### src/fccs_pkg.sv
// ----------------------------------------------------------------------------
// fccs_pkg
// Shared types and constants for the fifo code cache simulator.
// ----------------------------------------------------------------------------
package fccs_pkg;

    localparam logic [1:0] ST_HIT      = 2'd0;
    localparam logic [1:0] ST_INSERTED = 2'd1;
    localparam logic [1:0] ST_IGNORED  = 2'd2;
    localparam logic [1:0] ST_TOO_BIG  = 2'd3;

    localparam logic [15:0] CAPACITY_RESET = 16'd4096;

    // controller to datapath commands
    typedef struct packed {
        logic start;      // latch input word, reset search
        logic rd_search;  // issue memory read at search pointer
        logic step_search;
        logic rd_head;    // issue memory read at head
        logic evict;      // pop oldest entry using read data
        logic insert;     // append block
        logic out_load;   // load result register
        logic flush;
    } fccs_cmd_t;

    // datapath to controller status
    typedef struct packed {
        logic size_zero;
        logic search_done;
        logic id_match;
        logic too_big;
        logic need_evict;
    } fccs_sts_t;

endpackage

### src/fccs_ctrl.sv
// ----------------------------------------------------------------------------
// fccs_ctrl
// Sequencer for search, eviction walk, insert and result handoff.
// ----------------------------------------------------------------------------
module fccs_ctrl
    import fccs_pkg::*;
(
    input  logic       clk,
    input  logic       rst_n,
    input  logic       in_valid,
    output logic       in_ready,
    input  logic       out_ready,
    output logic       out_valid,
    input  logic       cfg_valid,
    output logic       cfg_ready,
    input  fccs_sts_t  sts,
    output fccs_cmd_t  cmd,
    output logic [1:0] status_code
);

    localparam logic [2:0] S_IDLE   = 3'd0;
    localparam logic [2:0] S_CHECK  = 3'd1;
    localparam logic [2:0] S_CMP    = 3'd2;
    localparam logic [2:0] S_EVCHK  = 3'd3;
    localparam logic [2:0] S_EVRD   = 3'd4;
    localparam logic [2:0] S_EVAPP  = 3'd5;

    logic [2:0] state_reg, state_next;
    logic       ov_reg, ov_next;

    // output word is held until taken; a new word may load only when free
    logic out_free;
    assign out_free  = !ov_reg || out_ready;
    assign in_ready  = (state_reg == S_IDLE) && !cfg_valid;
    assign cfg_ready = (state_reg == S_IDLE) && !ov_reg;
    assign out_valid = ov_reg;

    always_comb
    begin
        cmd         = '0;
        state_next  = state_reg;
        ov_next     = ov_reg && !out_ready;
        status_code = ST_HIT;
        case (state_reg)
            S_IDLE:
            begin
                if (cfg_valid && cfg_ready)
                    cmd.flush = 1'b1;
                else if (in_valid && in_ready)
                begin
                    cmd.start  = 1'b1;
                    state_next = S_CHECK;
                end
            end
            S_CHECK:
            begin
                if (sts.size_zero)
                begin
                    status_code = ST_IGNORED;
                    if (out_free)
                    begin
                        cmd.out_load = 1'b1;
                        ov_next      = 1'b1;
                        state_next   = S_IDLE;
                    end
                end
                else if (sts.search_done)
                begin
                    if (sts.too_big)
                    begin
                        status_code = ST_TOO_BIG;
                        if (out_free)
                        begin
                            cmd.out_load = 1'b1;
                            ov_next      = 1'b1;
                            state_next   = S_IDLE;
                        end
                    end
                    else
                        state_next = S_EVCHK;
                end
                else
                begin
                    cmd.rd_search = 1'b1;
                    state_next    = S_CMP;
                end
            end
            S_CMP:
            begin
                if (sts.id_match)
                begin
                    status_code = ST_HIT;
                    if (out_free)
                    begin
                        cmd.out_load = 1'b1;
                        ov_next      = 1'b1;
                        state_next   = S_IDLE;
                    end
                end
                else
                begin
                    cmd.step_search = 1'b1;
                    state_next      = S_CHECK;
                end
            end
            S_EVCHK:
            begin
                status_code = ST_INSERTED;
                if (sts.need_evict)
                begin
                    cmd.rd_head = 1'b1;
                    state_next  = S_EVRD;
                end
                else
                    state_next = S_EVAPP;
            end
            S_EVRD:
            begin
                cmd.evict  = 1'b1;
                state_next = S_EVCHK;
            end
            S_EVAPP:
            begin
                status_code = ST_INSERTED;
                if (out_free)
                begin
                    cmd.insert   = 1'b1;
                    cmd.out_load = 1'b1;
                    ov_next      = 1'b1;
                    state_next   = S_IDLE;
                end
            end
            default:
                state_next = S_IDLE;
        endcase
    end

    always_ff @(posedge clk or negedge rst_n)
    begin
        if (!rst_n)
        begin
            state_reg <= S_IDLE;
            ov_reg    <= 1'b0;
        end
        else
        begin
            state_reg <= state_next;
            ov_reg    <= ov_next;
        end
    end

endmodule

### config.mk
export PLATFORM = sky130hd
export DESIGN_NAME = fccs_ctrl
export DESIGN_NICKNAME = d
export VERILOG_FILES = /design/src/fccs_pkg.sv /design/src/fccs_ctrl.sv
export SDC_FILE = /design/constraint.sdc
export NUM_CORES = 1
export LEC_CHECK = 0
export BUFFER_PORTS_ARGS = -buffer_cell sky130_fd_sc_hd__buf_4
export CAP_MARGIN = 20
export CORE_AREA = 2 2 39 41
export DETAILED_ROUTE_END_ITERATION = 7
export DIE_AREA = 0 0 41 43
export GPL_TIMING_DRIVEN = 0
export HOLD_SLACK_MARGIN = 0.02
export SETUP_SLACK_MARGIN = 0.05
export SLEW_MARGIN = 0
export SYNTH_ARGS = -nofsm -noshare
export SYNTH_HDL_FRONTEND = slang
export SYNTH_SLANG_ARGS = --single-unit
### constraint.sdc
create_clock -name clk -period 1.25 [get_ports clk]
set_clock_uncertainty 0.05 [all_clocks]
set_input_delay 0.0625 -clock clk [delete_from_list [all_inputs] [get_ports clk]]
set_output_delay 0.0625 -clock clk [all_outputs]
set_load 0.03 [all_outputs]
==> flow_summary.toml <==
[worst_setup_path]
crit_type = "register to output pin"
startpoint_type = "register"
r2r_cells = 5
worst_path_largest_cell_delay_ns = 0.40
crit_path_frequent_cell = "buf_6"
worstReg2RegStart = "state_reg[0]"
crit_family = "flip-flops"
crit_slowest_cell = "dfrtp_1"
rrSetupSlack_ns = -0.21
endpoint = "cmd[1]"
crit_fanout = 4
worstPathRequired_ns = 1.14
crit_chain = "buf_6 -> and2b_2 -> a32oi_2 -> a21oi_2 -> buf_6"
critPathArrivalTime_ns = 1.39
startpoint = "state_reg[0]"
cp_num_cells = 5
end_kind = "output pin"
rr_endpoint = "state_reg[0]"
crit_buf_inv = 2

[clock_tree]
cts_root_buf = "clkbuf_4"
cts.sinks = 4
clk_latency_ns = 0.24
cts_made_buffers = 3
cts.path.max_buffers = 2
cts.clk_slew.worst_paths_ns = 0.04
h-tree-depth = 1
cts_tree = "yes"

[route]
drc = 0
detail_route.first_pass.iterations = 3
wl_mm = 1.52
vias = 542
ant_nets = 0
drt_iter0_markers = 9
avgRoutedWirePerCell_um = 13.9
viasPerCell = 4.97

[global_route]
first_global_vias = 499
grt_usage = 0.182
antenna_found_initial = 0
grt_first_pass_wirelength_mm = 2.17
grt_max_degree = 11
grt.overflow.total = 0

[timing]
slew_headroom = 0.766
fin_crit_sh = 1.20
setup_viol = 14
rsz0062_at_grt = "yes"
setup_slack_ns = -0.255
final_max_slew_viol_count = 0
tightest_slew_ns = 0.351
fin_crit_ns = 1.50
fmaxAchievable_mhz = 665
hold_violations = 0

[cells_and_area]
largest_register_ffs = 3
fin_nets = 104
num_antenna_cells = 0
area_delta_synth_final_pct = 136
drive_gt1_frac = 0.710
final_util = 0.695

[pwr]
swShare = 0.444
p_int_mw = 1.38
power_density_nw_per_um2 = 2580
p_sw_mw = 1.10
power.total_mw = 2.49
p_leak_nw = 0.438
pwr-share-clk = 0.074
combPwrFrac = 0.814
power.share.sequential = 0.112
peakVddDrop_v = 0.00155

[synth]
synth_area_per_cell_um2 = 8.00
synth_fa_ha_area_frac = 0
synth_nets = 61
ys_seq_area_frac = 0.245
synth_area_leader_cell = "dfrtp_1"
synth_top_area_frac = 0.245
syn_area_um2 = 408
yosys.area_share.simple = 0.429
synth-compound-area-share = 0.224
yosysWarnings = 0
synth_top_family_by_area = "simple AND/OR/NAND/NOR gates"
synthMuxAreaShare = 0.0245
ys_types = 32
synth-seq-cells = 4
netlist_instances = 51
synth.area.top_cells = "dfrtp_1 25%, and3_1 4.6%, nand2_1 4.6%"
synth_xor_area_frac = 0

[floorplanning]
core_area_um2 = 1380
die_width_um = 41
die_y_um = 43
dieArea_um2 = 1760
rows = 14
top_level_ports = 23
initial_core_util = 0.295

[outcome]
failed_checks = "setup timing"
status = "complete, but fails checks"

[placement]
io_buffers = 22
routabilityCongestion = 0.755

[worst_hold_path]
hp-class = "input port to register"

[job]
cap_violations = 0
what timing repair did:
action	CTS	global route
pin swaps	8	10
gates cloned	0	1
setup buffers	9	7
hold buffers	1	0
endpoints found under the hold margin	4	0
endpoints found under the setup margin	15	16
gates resized for setup	26	9
worst register-to-register path, stage by stage, from the launching register on:
cell and delay, ns:
dfrtp_1 0.40, or2_4 0.28, buf_6 0.12, buf_6 0.12, o31ai_1 0.29, a31oi_1 0.08
routing by layer:
layer | vias up | routed length, um | track usage
li1 | 269 | - | -
met1 | 258 | 596 | 0.212
met2 | 15 | 836 | 0.313
met3 | 0 | 82 | 0.0524
met4 | 0 | 0 | 0.0400
met5 | - | 0 | 0
placed cells by master (no fill, tap or decap), types with 2 or more instances in the layout:
cell type / synthesis / routed
a21oi_1: 3 / 2
and2_4: 0 / 2
and2b_2: 1 / 2
and3_4: 0 / 2
buf_4: 1 / 16
buf_6: 1 / 21
clkbuf_4: 0 / 3
dfrtp_1: 4 / 2
dfrtp_2: 0 / 2
nand2_1: 5 / 5
nor2_4: 0 / 3
nor3_4: 0 / 3
power by group through the flow:
stage	sequential, mW	clock, mW	combinational, mW
6_report	0.278	0.184	2.02
5_1_grt	0.285	0.200	2.14
4_1_cts	0.267	0.182	1.76
3_5_place_dp	0.266	0	1.28
3_3_place_gp	0.268	0	1.28
2_1_floorplan	0.284	0	0.914
synthesized netlist by cell type:
cell and number:
nand2_1 5, nor2_1 5, dfrtp_1 4, a21oi_1 3
and3_1 3, nor3_1 3, and2_1 2, nand2b_1 2
a211o_1 1, a221oi_2 1, a31oi_1 1, a32oi_1 1
and2b_1 1, and2b_2 1, and3b_1 1, and4bb_1 1
buf_2 1, buf_4 1, buf_6 1, inv_1 1
inv_2 1, mux2i_1 1, nor2b_1 1, nor3_2 1
nor4_2 1, o2111ai_1 1, o21a_1 1, o21ai_0 1
o31a_1 1, o31ai_1 1, or2_1 1, or2_2 1
cell type report:
class | count | area (um2)
fill | 106 | 422
timing repair buffer | 38 | 389
multi-input combinational | 42 | 377
sequential | 4 | 103
buffer | 3 | 37.5
clock buffer | 4 | 26.3
tap | 16 | 20.0
inverter | 2 | 10.0
per-stage QoR:
stage / std cells / cell area (um2) / worst slack (ns) / hold slack, ns / setup TNS [ns]
global placement: 89 / 656 / -0.0875 / -0.191 / -0.137
floorplan: 51 / 470 / -0.122 / -0.283 / -0.236
CTS: 103 / 870 / -0.230 / 0.0978 / -2.12
finish: 109 / 962 / -0.255 / 0.105 / -2.64
detailed placement: 89 / 656 / -0.0977 / -0.188 / -0.133
global route: 109 / 962 / -0.311 / 0.107 / -3.30
worst min-delay path by stage:
stage,start,cells past startpoint,endpoint,slack (ns)
2_1_floorplan,rst_n,0,out_valid,-0.28
3_3_place_gp,rst_n,1,state_reg[0],-0.19
3_5_place_dp,rst_n,1,state_reg[0],-0.19
4_1_cts,rst_n,2,out_valid,0.1
5_1_grt,sts[2],3,out_valid,0.11
6_report,sts[0],4,state_reg[0],0.11
logic make-up (layout without fill, tap and decap cells):
logic type,count (synthesis),count (layout)
mux,1,1
compound gates,12,12
buf+inv,5,47
simple gates,29,29
flops,4,4
No activity file was read; power rests on OpenSTA's default activity.
